## config.mk

```make
export PLATFORM = sky130hd
export DESIGN_NAME = cpd_sqrt_stage
export DESIGN_NICKNAME = d
export VERILOG_FILES = /design/src/hw/rtl/cpd_pkg.sv /design/src/hw/rtl/cpd_sqrt_stage.sv
export SDC_FILE = /design/constraint.sdc
export NUM_CORES = 1
export LEC_CHECK = 0
export BUFFER_PORTS_ARGS = -buffer_cell sky130_fd_sc_hd__buf_2
export CORE_ASPECT_RATIO = 0.8
export CORE_UTILIZATION = 40
export CTS_CLUSTER_DIAMETER = 30
export DETAILED_ROUTE_END_ITERATION = 8
export PLACE_DENSITY_LB_ADDON = 0.3
export SYNTH_ARGS = -nofsm -noshare
export SYNTH_HDL_FRONTEND = slang
export SYNTH_SLANG_ARGS = --single-unit
export TNS_END_PERCENT = 5
```

## constraint.sdc

```tcl
create_clock -name clk -period 0.8 [get_ports clk]
set_input_delay 0.2 -clock clk [delete_from_list [all_inputs] [get_ports clk]]
set_output_delay 0.2 -clock clk [all_outputs]
set_load 0.02 [all_outputs]
```

## src/hw/rtl/cpd_pkg.sv

```systemverilog
`timescale 1ns / 1ps

package cpd_pkg;

    localparam int MAX_POINTS  = 256;
    localparam int CNT_W       = $clog2(MAX_POINTS + 1);
    localparam int COORD_W     = 16;
    localparam int SQR_W       = 2 * COORD_W;
    localparam int SQ_W        = SQR_W + 1;
    localparam int BEST_W      = SQ_W + 1;
    localparam int ROOT_W      = (SQ_W + 1) / 2;
    localparam int SQRT_STAGES = ROOT_W;

    localparam logic [BEST_W-1:0] BEST_NONE  = '1;
    localparam logic [BEST_W-1:0] SQRT_BIT0  = BEST_W'(1) << (2 * (SQRT_STAGES - 1));
    localparam logic [CNT_W-1:0]  CNT_FULL   = CNT_W'(MAX_POINTS);

    typedef struct packed {
        logic signed [COORD_W-1:0] x;
        logic signed [COORD_W-1:0] y;
    } point_t;

    // point item travelling along the row of cells
    typedef struct packed {
        point_t             pt;
        logic [CNT_W-1:0]   left;    // stored cells still to compare against
        logic               placed;  // already dropped into a cell
        logic               last;
        logic               ovf;
        logic               nopair;
        logic [BEST_W-1:0]  best;
    } tok_t;

    // one step of the square-root pipe
    typedef struct packed {
        logic [BEST_W-1:0]  rem;
        logic [BEST_W-1:0]  root;
        logic [BEST_W-1:0]  bitv;
        logic [SQ_W-1:0]    sq;
        logic               nopair;
        logic               ovf;
    } sqrt_t;

endpackage

```

## src/hw/rtl/cpd_sqrt_stage.sv

```systemverilog
`timescale 1ns / 1ps

module cpd_sqrt_stage
    import cpd_pkg::*;
(
    input  logic  clk,
    input  logic  rst_n,
    input  logic  in_valid,
    input  sqrt_t in_s,
    output logic  out_valid,
    output sqrt_t out_s
);

    logic [BEST_W-1:0] trial;
    sqrt_t             s_next;
    logic              valid_reg;
    sqrt_t             s_reg;

    assign trial = in_s.root + in_s.bitv;

    // one result bit: subtract the trial value where it fits
    always_comb
    begin
        s_next      = in_s;
        s_next.bitv = in_s.bitv >> 2;
        if (in_s.rem >= trial)
        begin
            s_next.rem  = in_s.rem - trial;
            s_next.root = (in_s.root >> 1) + in_s.bitv;
        end
        else
        begin
            s_next.root = in_s.root >> 1;
        end
    end

    always_ff @(posedge clk or negedge rst_n)
    begin
        if (!rst_n)
        begin
            valid_reg <= 1'b0;
        end
        else
        begin
            valid_reg <= in_valid;
        end
    end

    always_ff @(posedge clk)
    begin
        s_reg <= s_next;
    end

    assign out_valid = valid_reg;
    assign out_s     = s_reg;

endmodule

```

Word-level counts from Yosys, hierarchy flattened
Index checks and enable logic that the tools add are counted.

$add $sub $neg: 3. $lt $le $gt $ge: 1. Mux-type cells: 2.

Operators by type and width (count): adder 33 x 34 -> 34 bit (1); adder 34 bit (1); greater-or-equal comparator 34 bit (1); two-way mux 34 bit (1); subtractor 34 bit (1); two-way mux 33 bit (1).

Bits in registers: 136. Input bits: 140. Output and inout bits: 138. Logic and storage cells: 14.

Logic depth before layout (Yosys ltp)
Depth in word-level cells: 3. Depth in mapped cells: 21. Depth with buffers taken out: 20.

Worst setup path after synthesis
No wires, ideal clock.

Kind: input to register. Start: input in_s[42] (netlist bit). End: register s_reg (netlist bit out_s[127]). Cell stages on the path: 19. Library setup time: 0.121 ns. Slack: -3.909 ns. Data required time: 0.679 ns. Data arrival time: 4.588 ns. Buffers on the path: 2. Path through: ha_1 a21o_1 or3_1 o32ai_1 o21ai_0 o211ai_1 or3b_2 a21oi_1 xor2_1 ha_1 clkbuf_1 nand4_1 or3_1 nor3_1 a21oi_1 o311a_4 o21ai_4 buf_6 mux2_2.

RTL lines: start, declared (RTL line cpd_sqrt_stage.sv:9) `input sqrt_t in_s,`; end signal, assigned (RTL line cpd_sqrt_stage.sv:51) `s_reg <= s_next;`; end, declared (RTL line cpd_sqrt_stage.sv:17) `sqrt_t s_reg;`.

==> qor_table.md <==
| Item | Reported | Unit |
|:---|:---|:---|
| Result of the run | finished, violations left | - |
| Failing checks | negative setup slack | - |
| P_leak | 8.04 | nW |
| Worst min-delay path class | primary input to flip-flop | - |
| Max Freq | 234 | MHz |
| Detail Placement HPWL | 25600 | um |
| Path length in cells of the critical path | 21 | - |
| Crit Path Class | primary input to flip-flop | - |
| Number of max-slew violations in the final report | 0 | - |
| Routed WL | 36000 | um |
| Final worst setup slack | -3.47 | ns |
| Post-Route Hold Slack | 0.00476 | ns |
| Cell family contributing the most delay on the critical path | compound AO/OA/AOI/OAI gates | - |
| Global-route wire length before repair | 55100 | um |
| IO Pins | 278 | - |
| Slowest stage cell on the critical path | sky130_fd_sc_hd__or3_1 | - |
| Yosys top cell by area | sky130_fd_sc_hd__dfxtp_1 | - |
| # setup viols final | 204 | - |
| Global-route usage over all layers | 30.4 | % |
| Average cell area after synthesis | 8.91 | um^2 |
| Rel. slew slack | 59.6 | % |
| Final non-filler cell total | 2075 | - |
| Sink count of the clock tree | 136 | - |
| Required time of the critical path | 1.13 | ns |
| Final critical delay including setup and external delays | 4.27 | ns |
| Vias in the first global route | 10900 | - |
| Placed standard-cell area | 13800 | um^2 |
| Buffers & Inverters on Critical Path | 5 | - |
| Gate Count Post-Synth | 1026 | - |
| Final GP Congestion | 0.970 | - |
| Worst setup path endpoint | out_s[80]$_DFF_P_ | - |
| Horiz. Die Dim | 171 | um |
| TritonCTS clock tree | done | - |
| Synth async-reset ratio | 0.735 | % |
| Critical path capture point type | flip-flop | - |
| Number of enable flip-flop cells after synthesis | 0 | - |
| Effective utilization at floorplan | 40.7 | % |
| Std cell rows | 49 | - |
| Count of routing violations after the opening detailed-route iteration | 709 | - |
| Number of warning messages in the yosys log | 0 | - |
| H-tree depth | 4 | - |
| Clock Path Buffers | 2 | - |
| Clock input transition at the sequential cells of the worst setup and hold paths | 0.07 | ns |
| Total die area | 23500 | um^2 |
| Peak per-stage delay on the critical path | 0.41 | ns |
| Setup repair after global routing missed its margin | true | - |
| Clock tree root buffer cell | sky130_fd_sc_hd__clkbuf_16 | - |
| Count of buffers inserted at the top-level ports | 275 | - |
| Crit path launch type | primary input | - |
| Max-Cap Viols | 0 | - |
| Post-detailed-route DRC marker count | 0 | - |
| Number of storage elements in the synthesis netlist | 136 | - |
| P per Cell Area | 2330 | nW/um^2 |
| Final hold vios | 0 | - |
| Most frequently used flop master after synthesis | sky130_fd_sc_hd__dfxtp_1 | - |
| Crit path from | in_s[42] | - |
| Total non-filler cell area in the finished layout | 16600 | um^2 |
| WL/cell | 17.4 | um |
| Share of post-route cells with drive strength above 1 | 56.3 | % |
| Count of TritonRoute iterations in the first routing pass | 6 | - |
| Average via count per standard cell | 5.26 | - |
| Worst path arrival time | 4.60 | ns |
| Total Power | 38.6 | mW |
| Total placed cells including tap cells | 1956 | - |
| Ratio of final minimum period to clock period | 533 | % |
| Cts bufs inserted | 17 | - |
| Number of nets with antenna violations after routing | 0 | - |
| Top-area cell type share of the netlist area | 29.6 | % |
| Worst IR drop on VDD | 1440 | uV |
| Pin count of the biggest net entering global routing | 18 | - |
| Remaining global-route overflow | 0 | - |
| Transition time of the tightest slew-check pin | 0.600 | ns |
| Overall die height | 137 | um |
| Proportion of synthesized chip area in sequential cells | 29.8 | % |
| Growth of design area from synthesis to finish | 81.1 | % |
| Total core area | 22400 | um^2 |
| Worst Path Max Fanout | 12 | - |
| Cell types with the largest area share after synthesis | sky130_fd_sc_hd__dfxtp_1 30%, sky130_fd_sc_hd__ha_1 14%, sky130_fd_sc_hd__mux2_2 7.0%, sky130_fd_sc_hd__a21oi_1 4.8%, sky130_fd_sc_hd__a21o_1 4.2% | - |
| Initial antenna violation count | 2 | - |
| Critical path cell sequence | buf_8 -> ha_4 -> buf_6 -> a41o_1 -> a221oi_2 -> o221ai_2 -> o211ai_1 -> a311oi_2 -> buf_4 -> a211o_1 -> xnor2_2 -> ha_4 -> nand4_1 -> or3_1 -> nor3_2 -> a21oi_2 -> o311a_4 -> o21ai_4 -> buf_6 -> buf_12 -> mux2_2 | - |
| Sum Neg Setup Slack | -271.09 | ns |
| Via Count | 10900 | - |
| Count of unique library cells instantiated by Yosys | 67 | - |
| Cell area after synthesis | 9140 | um^2 |
| Nets | 1996 | - |
[what timing repair did]
action,in CTS,in global routing
endpoints found under the hold margin,51,1
endpoints found under the setup margin,204,204
gates resized for setup,460,30
setup buffers,26,8
hold buffers,51,1
pin swaps,18,22
cloned,3,0
[registers in the layout, indices dropped and copies added (netlist names)]
signal and cells:
out_valid 1, out_s 135
[cell type report]
| type | instances | area, um^2 |
|---|---|---|
| multi-input cells | 813 | 6530 |
| clock buffers | 17 | 425 |
| clock inverters | 15 | 170 |
| diodes | 3 | 7.51 |
| well taps | 306 | 383 |
| flip-flops and latches | 136 | 2890 |
| repair buffers | 742 | 5990 |
| fillers | 1596 | 5880 |
| inverters | 43 | 161 |
[synth_stat cells (7+ instances only)]
master / n
sky130_fd_sc_hd__o211ai_1: 18
sky130_fd_sc_hd__mux2_2: 57
sky130_fd_sc_hd__nand2b_1: 12
sky130_fd_sc_hd__nand2_1: 69
sky130_fd_sc_hd__o21bai_1: 10
sky130_fd_sc_hd__xnor2_1: 40
sky130_fd_sc_hd__or3_1: 8
sky130_fd_sc_hd__xor2_1: 34
sky130_fd_sc_hd__o21ai_0: 57
sky130_fd_sc_hd__a211oi_1: 15
sky130_fd_sc_hd__inv_1: 43
sky130_fd_sc_hd__nor3_1: 21
sky130_fd_sc_hd__clkbuf_1: 27
sky130_fd_sc_hd__nand4_1: 17
sky130_fd_sc_hd__and3_1: 7
sky130_fd_sc_hd__o31ai_1: 10
sky130_fd_sc_hd__a21o_1: 51
sky130_fd_sc_hd__nor2b_1: 9
sky130_fd_sc_hd__ha_1: 100
sky130_fd_sc_hd__dfxtp_1: 135
sky130_fd_sc_hd__or2_2: 8
sky130_fd_sc_hd__nor2_1: 47
sky130_fd_sc_hd__and2_1: 9
sky130_fd_sc_hd__a31oi_1: 12
sky130_fd_sc_hd__o21a_1: 17
sky130_fd_sc_hd__a21oi_1: 87
sky130_fd_sc_hd__nand3_1: 20
[per-stage QoR]
step           worst slack, ns  utilization (%)
6_report                 -3.47             73.8
5_1_grt                  -3.62             73.8
2_1_floorplan            -3.38                -
3_3_place_gp             -3.95             61.4
4_1_cts                  -3.27             73.5
3_5_place_dp             -3.97             61.4
[logic make-up after synthesis]
logic type,after synthesis,share of synthesized area (%)
compound gates,325,23.6
simple gates,245,13.4
flops,136,29.8
fa+ha+maj,103,14.3
buf+inv,78,3.78
xor+xnor,74,7.09
mux,64,7.83
other cells,1,0.0410
[cells in the final DEF (no fill, tap or decap), types with 8 or more instances in the layout]
| cell | Yosys | layout |
|---|---|---|
| sky130_fd_sc_hd__buf_4 | 2 | 401 |
| sky130_fd_sc_hd__buf_6 | 6 | 144 |
| sky130_fd_sc_hd__buf_2 | 0 | 138 |
| sky130_fd_sc_hd__dfxtp_2 | 0 | 133 |
| sky130_fd_sc_hd__ha_1 | 100 | 88 |
| sky130_fd_sc_hd__a21oi_1 | 87 | 80 |
| sky130_fd_sc_hd__nand2_1 | 69 | 68 |
| sky130_fd_sc_hd__mux2_2 | 57 | 52 |
| sky130_fd_sc_hd__dlygate4sd3_1 | 0 | 52 |
| sky130_fd_sc_hd__a21o_1 | 51 | 51 |
| sky130_fd_sc_hd__o21ai_0 | 57 | 50 |
| sky130_fd_sc_hd__nor2_1 | 47 | 47 |
| sky130_fd_sc_hd__inv_1 | 43 | 42 |
| sky130_fd_sc_hd__xnor2_1 | 40 | 37 |
| sky130_fd_sc_hd__xor2_1 | 34 | 33 |
| sky130_fd_sc_hd__nand3_1 | 20 | 18 |
| sky130_fd_sc_hd__o211ai_1 | 18 | 18 |
| sky130_fd_sc_hd__nand4_1 | 17 | 17 |
| sky130_fd_sc_hd__nor3_1 | 21 | 17 |
| sky130_fd_sc_hd__clkbuf_16 | 0 | 17 |
| sky130_fd_sc_hd__o21a_1 | 17 | 16 |
| sky130_fd_sc_hd__a211oi_1 | 15 | 15 |
| sky130_fd_sc_hd__nand2b_1 | 12 | 12 |
| sky130_fd_sc_hd__ha_4 | 0 | 11 |
| sky130_fd_sc_hd__o21bai_1 | 10 | 10 |
| sky130_fd_sc_hd__a31oi_1 | 12 | 10 |
| sky130_fd_sc_hd__and2_1 | 9 | 8 |
| sky130_fd_sc_hd__a21oi_2 | 1 | 8 |
| sky130_fd_sc_hd__or3_1 | 8 | 8 |
| sky130_fd_sc_hd__or2_2 | 8 | 8 |
[report_power, final]
group | total [mW] | internal, mW | leakage (nW) | switching, mW
Clock | 8.12 | 4.22 | 0.290 | 3.90
Combinational | 21.2 | 11.3 | 6.60 | 9.89
Sequential | 9.27 | 8.50 | 1.15 | 0.773
[how the worst min path moves through the flow]
stage / from / endpoint / slack (ns) / depth (start not counted)
after floorplan: rst_n / out_valid$_DFF_PN0_ / -0.1 / 0
after global placement: rst_n / out_valid$_DFF_PN0_ / -0.02 / 1
after detailed placement: rst_n / out_valid$_DFF_PN0_ / -0.02 / 1
after CTS: in_s[61] / out_s[59]$_DFF_P_ / 0.002 / 2
after global routing: in_s[122] / out_s[122]$_DFF_P_ / 0.002 / 2
final: in_s[122] / out_s[122]$_DFF_P_ / 0.005 / 2
[per-layer routing]
layer / vias to the layer above / global-route usage [%] / share of wire, %
met5: - / 0 / 0
met4: 0 / 14.5 / 3.8
met3: 99 / 5.95 / 6.1
met2: 464 / 48.7 / 46
met1: 5096 / 39.4 / 44
li1: 5258 / - / -
No activity file was read; power rests on OpenSTA's default activity.
