## src/hw/rtl/cpd_pkg.sv

```systemverilog
`timescale 1ns / 1ps

package cpd_pkg;

    localparam int MAX_POINTS  = 256;
    localparam int CNT_W       = $clog2(MAX_POINTS + 1);
    localparam int COORD_W     = 16;
    localparam int SQR_W       = 2 * COORD_W;
    localparam int SQ_W        = SQR_W + 1;
    localparam int BEST_W      = SQ_W + 1;
    localparam int ROOT_W      = (SQ_W + 1) / 2;
    localparam int SQRT_STAGES = ROOT_W;

    localparam logic [BEST_W-1:0] BEST_NONE  = '1;
    localparam logic [BEST_W-1:0] SQRT_BIT0  = BEST_W'(1) << (2 * (SQRT_STAGES - 1));
    localparam logic [CNT_W-1:0]  CNT_FULL   = CNT_W'(MAX_POINTS);

    typedef struct packed {
        logic signed [COORD_W-1:0] x;
        logic signed [COORD_W-1:0] y;
    } point_t;

    // point item travelling along the row of cells
    typedef struct packed {
        point_t             pt;
        logic [CNT_W-1:0]   left;    // stored cells still to compare against
        logic               placed;  // already dropped into a cell
        logic               last;
        logic               ovf;
        logic               nopair;
        logic [BEST_W-1:0]  best;
    } tok_t;

    // one step of the square-root pipe
    typedef struct packed {
        logic [BEST_W-1:0]  rem;
        logic [BEST_W-1:0]  root;
        logic [BEST_W-1:0]  bitv;
        logic [SQ_W-1:0]    sq;
        logic               nopair;
        logic               ovf;
    } sqrt_t;

endpackage

```

## src/hw/rtl/cpd_cell.sv

```systemverilog
`timescale 1ns / 1ps

module cpd_cell
    import cpd_pkg::*;
(
    input  logic clk,
    input  logic rst_n,
    input  logic in_valid,
    input  tok_t in_tok,
    output logic out_valid,
    output tok_t out_tok
);

    point_t                 pt_reg;
    logic                   store;
    logic                   cmp_next;
    tok_t                   tok_a_next;
    logic signed [COORD_W:0] dx;
    logic signed [COORD_W:0] dy;
    logic signed [SQR_W+1:0] prod_x;
    logic signed [SQR_W+1:0] prod_y;

    logic                   a_valid_reg;
    logic                   a_cmp_reg;
    tok_t                   a_tok_reg;
    logic [SQR_W-1:0]       a_sqx_reg;
    logic [SQR_W-1:0]       a_sqy_reg;

    logic [SQ_W-1:0]        sum_sq;
    tok_t                   tok_b_next;
    logic                   b_valid_reg;
    tok_t                   b_tok_reg;

    assign cmp_next = in_valid && (in_tok.left != '0);
    assign store    = in_valid && (in_tok.left == '0) && !in_tok.placed;

    // stage A: difference and squares against the held point
    assign dx     = {in_tok.pt.x[COORD_W-1], in_tok.pt.x} - {pt_reg.x[COORD_W-1], pt_reg.x};
    assign dy     = {in_tok.pt.y[COORD_W-1], in_tok.pt.y} - {pt_reg.y[COORD_W-1], pt_reg.y};
    assign prod_x = dx * dx;
    assign prod_y = dy * dy;

    always_comb
    begin
        tok_a_next = in_tok;
        if (in_tok.left != '0)
        begin
            tok_a_next.left = in_tok.left - CNT_W'(1);
        end
        else
        begin
            tok_a_next.placed = 1'b1;
        end
    end

    always_ff @(posedge clk)
    begin
        if (store)
        begin
            pt_reg <= in_tok.pt;
        end
    end

    always_ff @(posedge clk or negedge rst_n)
    begin
        if (!rst_n)
        begin
            a_valid_reg <= 1'b0;
            a_cmp_reg   <= 1'b0;
        end
        else
        begin
            a_valid_reg <= in_valid;
            a_cmp_reg   <= cmp_next;
        end
    end

    always_ff @(posedge clk)
    begin
        a_tok_reg <= tok_a_next;
        a_sqx_reg <= prod_x[SQR_W-1:0];
        a_sqy_reg <= prod_y[SQR_W-1:0];
    end

    // stage B: sum and keep the smaller distance
    assign sum_sq = {1'b0, a_sqx_reg} + {1'b0, a_sqy_reg};

    always_comb
    begin
        tok_b_next = a_tok_reg;
        if (a_cmp_reg && ({1'b0, sum_sq} < a_tok_reg.best))
        begin
            tok_b_next.best = {1'b0, sum_sq};
        end
    end

    always_ff @(posedge clk or negedge rst_n)
    begin
        if (!rst_n)
        begin
            b_valid_reg <= 1'b0;
        end
        else
        begin
            b_valid_reg <= a_valid_reg;
        end
    end

    always_ff @(posedge clk)
    begin
        b_tok_reg <= tok_b_next;
    end

    assign out_valid = b_valid_reg;
    assign out_tok   = b_tok_reg;

endmodule

```

## config.mk

```make
export PLATFORM = sky130hd
export DESIGN_NAME = cpd_cell
export DESIGN_NICKNAME = d
export VERILOG_FILES = /design/src/hw/rtl/cpd_pkg.sv /design/src/hw/rtl/cpd_cell.sv
export SDC_FILE = /design/constraint.sdc
export NUM_CORES = 2
export LEC_CHECK = 0
export BUFFER_PORTS_ARGS = -buffer_cell sky130_fd_sc_hd__buf_2
export CAP_MARGIN = 10
export CELL_PAD_IN_SITES_DETAIL_PLACEMENT = 1
export CELL_PAD_IN_SITES_GLOBAL_PLACEMENT = 1
export CORE_MARGIN = 4
export CORE_UTILIZATION = 50
export DETAILED_ROUTE_END_ITERATION = 16
export HOLD_SLACK_MARGIN = 0.05
export PLACE_DENSITY_LB_ADDON = 0.1
export SYNTH_ARGS = -nofsm -noshare
export SYNTH_HDL_FRONTEND = slang
export SYNTH_SLANG_ARGS = --single-unit
```

## constraint.sdc

```tcl
create_clock -name clk -period 10.21 [get_ports clk]
set_input_delay 2.042 -clock clk [delete_from_list [all_inputs] [get_ports clk]]
set_output_delay 2.042 -clock clk [all_outputs]
set_load 0.01 [all_outputs]
```

# Word-level counts from Yosys, hierarchy flattened
# Cells that the tools add are included.
# Widths: inputs -> output; s select.
# totals
reg_bits	257
inputBits	82
output_inout_bits	80
elab_cells	40
# classes
n_addsub	4
multipliers	2
magnitude_cmp	1
n_mux	2
n_reduce_logical	7
# ops
cell	n
$mul 17x17->32	2
$lt 33x34->1	1
$sub 16x16->17	2
$add 32x32->33	1
$mux 33	1
$logic_not 9->1	1
$mux 9	1
$reduce_bool 9->1	1
$sub 9x1->9 const B	1
$logic_and 1x1->1	4
$logic_not 1->1	1

# Longest topological paths before layout
# logic_depth
ltp_word	4
mapped_depth	35
depth_no_buf	35

# Worst setup path before layout
# OpenSTA, ideal clock, no wires.
# synth_timing
path_kind	input-to-reg
from	input in_tok[48] (netlist name)
to	register a_sqy_reg[30]
setup_time_ps	72
t_arrival_ps	9204
setup_slack_ps	934
path_stages	32
path_cell_list	ha_1 > nor2b_1 > o21ai_0 > a21boi_1 > a41oi_1 > a211o_1 > o21ai_0 > o31a_1 > xor2_2 > clkbuf_1 > nand2_1 > fa_1 > inv_1 > fa_1 > inv_1 > fa_1 > inv_1 > fa_1 > fa_1 > inv_1 > fa_1 > inv_1 > ha_1 > nand2_1 > nand2_1 > a21o_1 > a21oi_1 > o21ai_0 > a311o_1 > a31o_2 > a311oi_1 > xnor2_1
# synth_via
elab_chain_len	2
# synth_lines
element	line_no	text
from (decl)	cpd_cell.sv:9	input tok_t in_tok,
$sub 16x16->17	cpd_cell.sv:39	assign dy = {in_tok.pt.y[COORD_W-1], in_tok.pt.y} - {pt_reg.y[COORD_W-1], pt_reg.y};
$mul 17x17->32	cpd_cell.sv:41	assign prod_y = dy * dy;
named net prod_y[30]	cpd_cell.sv:21	logic signed [SQR_W+1:0] prod_y;
to (signal assigned)	cpd_cell.sv:82	a_sqy_reg <= prod_y[SQR_W-1:0];
to (decl)	cpd_cell.sv:27	logic [SQR_W-1:0] a_sqy_reg;
# The timed path passes the listed nets, and every way through them passes these cells.
# A chain may end at the register's enable or synchronous reset.

# Worst setup path in the final report
# layout_timing
from	input in_tok[63] (netlist name)
to	register a_sqx_reg[31]
# layout_via
elab_chain_len	2
# layout_lines
element	line_no	text
$sub 16x16->17	cpd_cell.sv:38	assign dx = {in_tok.pt.x[COORD_W-1], in_tok.pt.x} - {pt_reg.x[COORD_W-1], pt_reg.x};
$mul 17x17->32	cpd_cell.sv:40	assign prod_x = dx * dx;
named net prod_x[31]	cpd_cell.sv:20	logic signed [SQR_W+1:0] prod_x;
to (signal assigned)	cpd_cell.sv:81	a_sqx_reg <= prod_x[SQR_W-1:0];
to (decl)	cpd_cell.sv:26	logic [SQR_W-1:0] a_sqx_reg;
# The timed path passes the listed nets, and every way through them passes these cells.

==> results.sh <==
export IMPL_status="finished clean"
export IMPL_postSynthCellCount=2860
export IMPL_crit_top_cell="fa_1"
export IMPL_fin_crit_sh_pct=94.83
export IMPL_grt_pass1_vias=23410
export IMPL_max_slew_margin_pct=46.37
export IMPL_vias_per_cell=5.195
export IMPL_final_core_util_pct=56.62
export IMPL_hold_path_class="flop to flop"
export IMPL_fin_ws_ns=0.5282
export IMPL_crit_start="in_tok[63]"
export IMPL_grt_antenna_before_repair=0
export IMPL_cpPeakStageDelay_ns=0.64
export IMPL_yosysSeqAreaShare_pct=19.40
export IMPL_drt_wl_total_mm=75.20
export IMPL_hold_viol=0
export IMPL_crit_path_end_kind="flop"
export IMPL_clkTransAtPathRegs_ns=0.06
export IMPL_critPathCapture="a_sqx_reg[31]$_DFF_P_"
export IMPL_rr_worst_depth=29
export IMPL_cp_slowest_cell="fa_1"
export IMPL_pin_count=162
export IMPL_fp_dieH_um=244.8
export IMPL_clk_path_buf_depth=3
export IMPL_pre_cts_slack_ns=-0.02752
export IMPL_max_cap_violations=0
export IMPL_worst_pin_slew_ns=0.8036
export IMPL_syn_area_per_cell_um2=9.806
export IMPL_grt_usage_pct=25.96
export IMPL_cts_root_buf="clkbuf_16"
export IMPL_grt_max_degree=34
export IMPL_hpwl_mm=63.14
export IMPL_report_final_slew_viol_count=0
export IMPL_nets=3922
export IMPL_diodes=0
export IMPL_clk_latency_ns=0.56
export IMPL_synth_edf_count=32
export IMPL_finClkSkew_ns=0.02855
export IMPL_rows=86
export IMPL_yosys_warnings=0
export IMPL_rsz0062_at_grt="no"
export IMPL_r2r_slack_ns=1.79
export IMPL_cp_max_fo=10
export IMPL_cts_setup_buffers=0
export IMPL_synthesis_nets=3709
export IMPL_drive_gt1_share_pct=11.52
export IMPL_port_buffers=161
export IMPL_netlist_area_mm2=0.02805
export IMPL_dr_pass1_iters=5
export IMPL_crit_arrival_ns=10.11
export IMPL_cts_repair_resized=0
export IMPL_dieArea_mm2=0.05994
export IMPL_cts_max_level=2
export IMPL_avgRoutedWirePerCell_um=19.55
export IMPL_worstPathRequired_ns=10.64
export IMPL_grt_ovfl_total=0
export IMPL_regToRegEndpoint="a_sqx_reg[31]$_DFF_P_"
export IMPL_cts_tree="done"
export IMPL_dpl_cell_count=3785
export IMPL_initial_core_util_pct=50.71
export IMPL_fin_tns_setup_ns=0
export IMPL_post_route_min_period_ns=9.682
export IMPL_holdBufCountCts=0
export IMPL_drc=0
export IMPL_synth_top_area_cell="fa_1"
export IMPL_antenna_left=0
export IMPL_synth_ff_type="dfxtp_1"
export IMPL_clkSinkCount=255
export IMPL_grt_pass1_wl_mm=122.2
export IMPL_die_w_um=244.8
export IMPL_vias=19990
export IMPL_synth_top_area_share_pct=36.90
export IMPL_syn2layout_area_growth_pct=11.66
export IMPL_fp_coreArea_mm2=0.05531
export IMPL_critical_path_class="input port to flop"
export IMPL_clock_fmax_ghz=0.1033
export IMPL_gp_congestion=0.8674
export IMPL_worstSetupStartpointType="input port"
export IMPL_numCtsBuffers=34
export IMPL_ys_seq_elements=255
export IMPL_fin_cells=3847
export IMPL_synth_area_leaders="fa_1 (37%), dfxtp_1 (16%), ha_1 (11%)"
export IMPL_setup_viol=0
export IMPL_synthDistinctLibCells=76
export IMPL_r2r_start="pt_reg[16]$_DFFE_PP_"
export IMPL_synthArstFlopShare_pct=1.176
export IMPL_drtIter0Drc=904
logic make-up after synthesis:
| logic type | after synthesis | synth area share (%) |
|---|---|---|
| flops | 255 | 19.40 |
| simple gates | 561 | 8.700 |
| buf+inv | 803 | 10.77 |
| compound gates | 300 | 7.210 |
| xor+xnor | 140 | 4.479 |
| fa+ha+maj | 767 | 48.06 |
| mux | 34 | 1.387 |
how the worst min path moves through the flow:
stage                     startpoint                  end  slack (ns)  depth (start not counted)
2_1_floorplan  a_tok_reg[34]$_DFF_P_  out_tok[34]$_DFF_P_        0.31                          0
3_3_place_gp   a_tok_reg[50]$_DFF_P_  out_tok[50]$_DFF_P_        0.31                          0
3_5_place_dp   a_tok_reg[43]$_DFF_P_  out_tok[43]$_DFF_P_        0.31                          0
4_1_cts        a_tok_reg[72]$_DFF_P_  out_tok[72]$_DFF_P_        0.31                          0
5_1_grt        a_tok_reg[72]$_DFF_P_  out_tok[72]$_DFF_P_        0.33                          0
6_report       a_tok_reg[72]$_DFF_P_  out_tok[72]$_DFF_P_        0.31                          0
Yosys cell counts, types with 6 or more instances:
cell and n:
or2_2 7, dfxtp_1 220, a21o_1 39, o21ai_1 6
and3_1 12, nor2_1 222, or3_1 8, nand3_1 22
a21oi_1 80, and2_1 21, clkbuf_1 40, mux2_2 31
o21ai_0 49, xnor2_1 96, nand2_1 194, fa_1 517
nand2b_1 13, ha_1 250, a211oi_1 7, edfxtp_1 32
o21a_1 29, o21bai_1 10, a211o_1 8, nor3_1 21
nor2b_1 18, inv_1 745, a31oi_1 9, xor2_1 40
o211ai_1 8, a31o_2 7
final cells by class:
| class | instances | area (um2) |
|---|---|---|
| clock buffers | 45 | 997.2 |
| clock inverters | 17 | 180.2 |
| fillers | 6301 | 23990 |
| inverters | 755 | 2834 |
| multi-input cells | 1802 | 19620 |
| flip-flops and latches | 255 | 5440 |
| well taps | 748 | 935.9 |
| repair buffers | 225 | 1311 |
cell usage in the layout (no fill, tap or decap), types with 9 or more instances in the layout:
| master | n |
|---|---|
| nor2_1 | 222 |
| clkbuf_16 | 38 |
| ha_1 | 250 |
| dfxtp_1 | 220 |
| buf_2 | 161 |
| and2_1 | 21 |
| inv_1 | 745 |
| a31oi_1 | 9 |
| o21a_1 | 29 |
| nand2_1 | 194 |
| xor2_1 | 40 |
| o21bai_1 | 10 |
| buf_4 | 62 |
| and3_1 | 12 |
| fa_1 | 517 |
| edfxtp_1 | 32 |
| nand3_1 | 22 |
| nor3_1 | 21 |
| a21o_1 | 39 |
| mux2_2 | 31 |
| xnor2_1 | 94 |
| a21oi_1 | 80 |
| nand2b_1 | 13 |
| o21ai_0 | 49 |
| nor2b_1 | 18 |
per-stage QoR:
| step | hold slack [ns] | cell area, um2 |
|---|---|---|
| 2_1_floorplan | 0.3096 | 28050 |
| 3_3_place_gp | 0.3096 | 30130 |
| 3_5_place_dp | 0.3132 | 30130 |
| 4_1_cts | 0.3064 | 31300 |
| 5_1_grt | 0.3284 | 31320 |
| 6_report | 0.3110 | 31320 |
worst max-delay path: cells and delay by family:
family,cells,cell delay [ns]
buffers and inverters,7,0.55
xor gates and xnor gates,1,0.15
adders and majority gates,9,4.13
and+or+nand+nor,4,0.84
AOI/OAI and AO/OA,10,2.38
routing by layer:
metal,GRT usage [%],wire length [um],up-vias
met3,4.872,4410,117
met4,7.182,2325,0
li1,-,-,9106
met1,32.39,30510,10280
met2,46.32,37950,482
met5,0,0,-
Power is left out: the tool's default activity adds up to more than one toggle a clock period on the data nets, which glitch-free logic cannot reach.
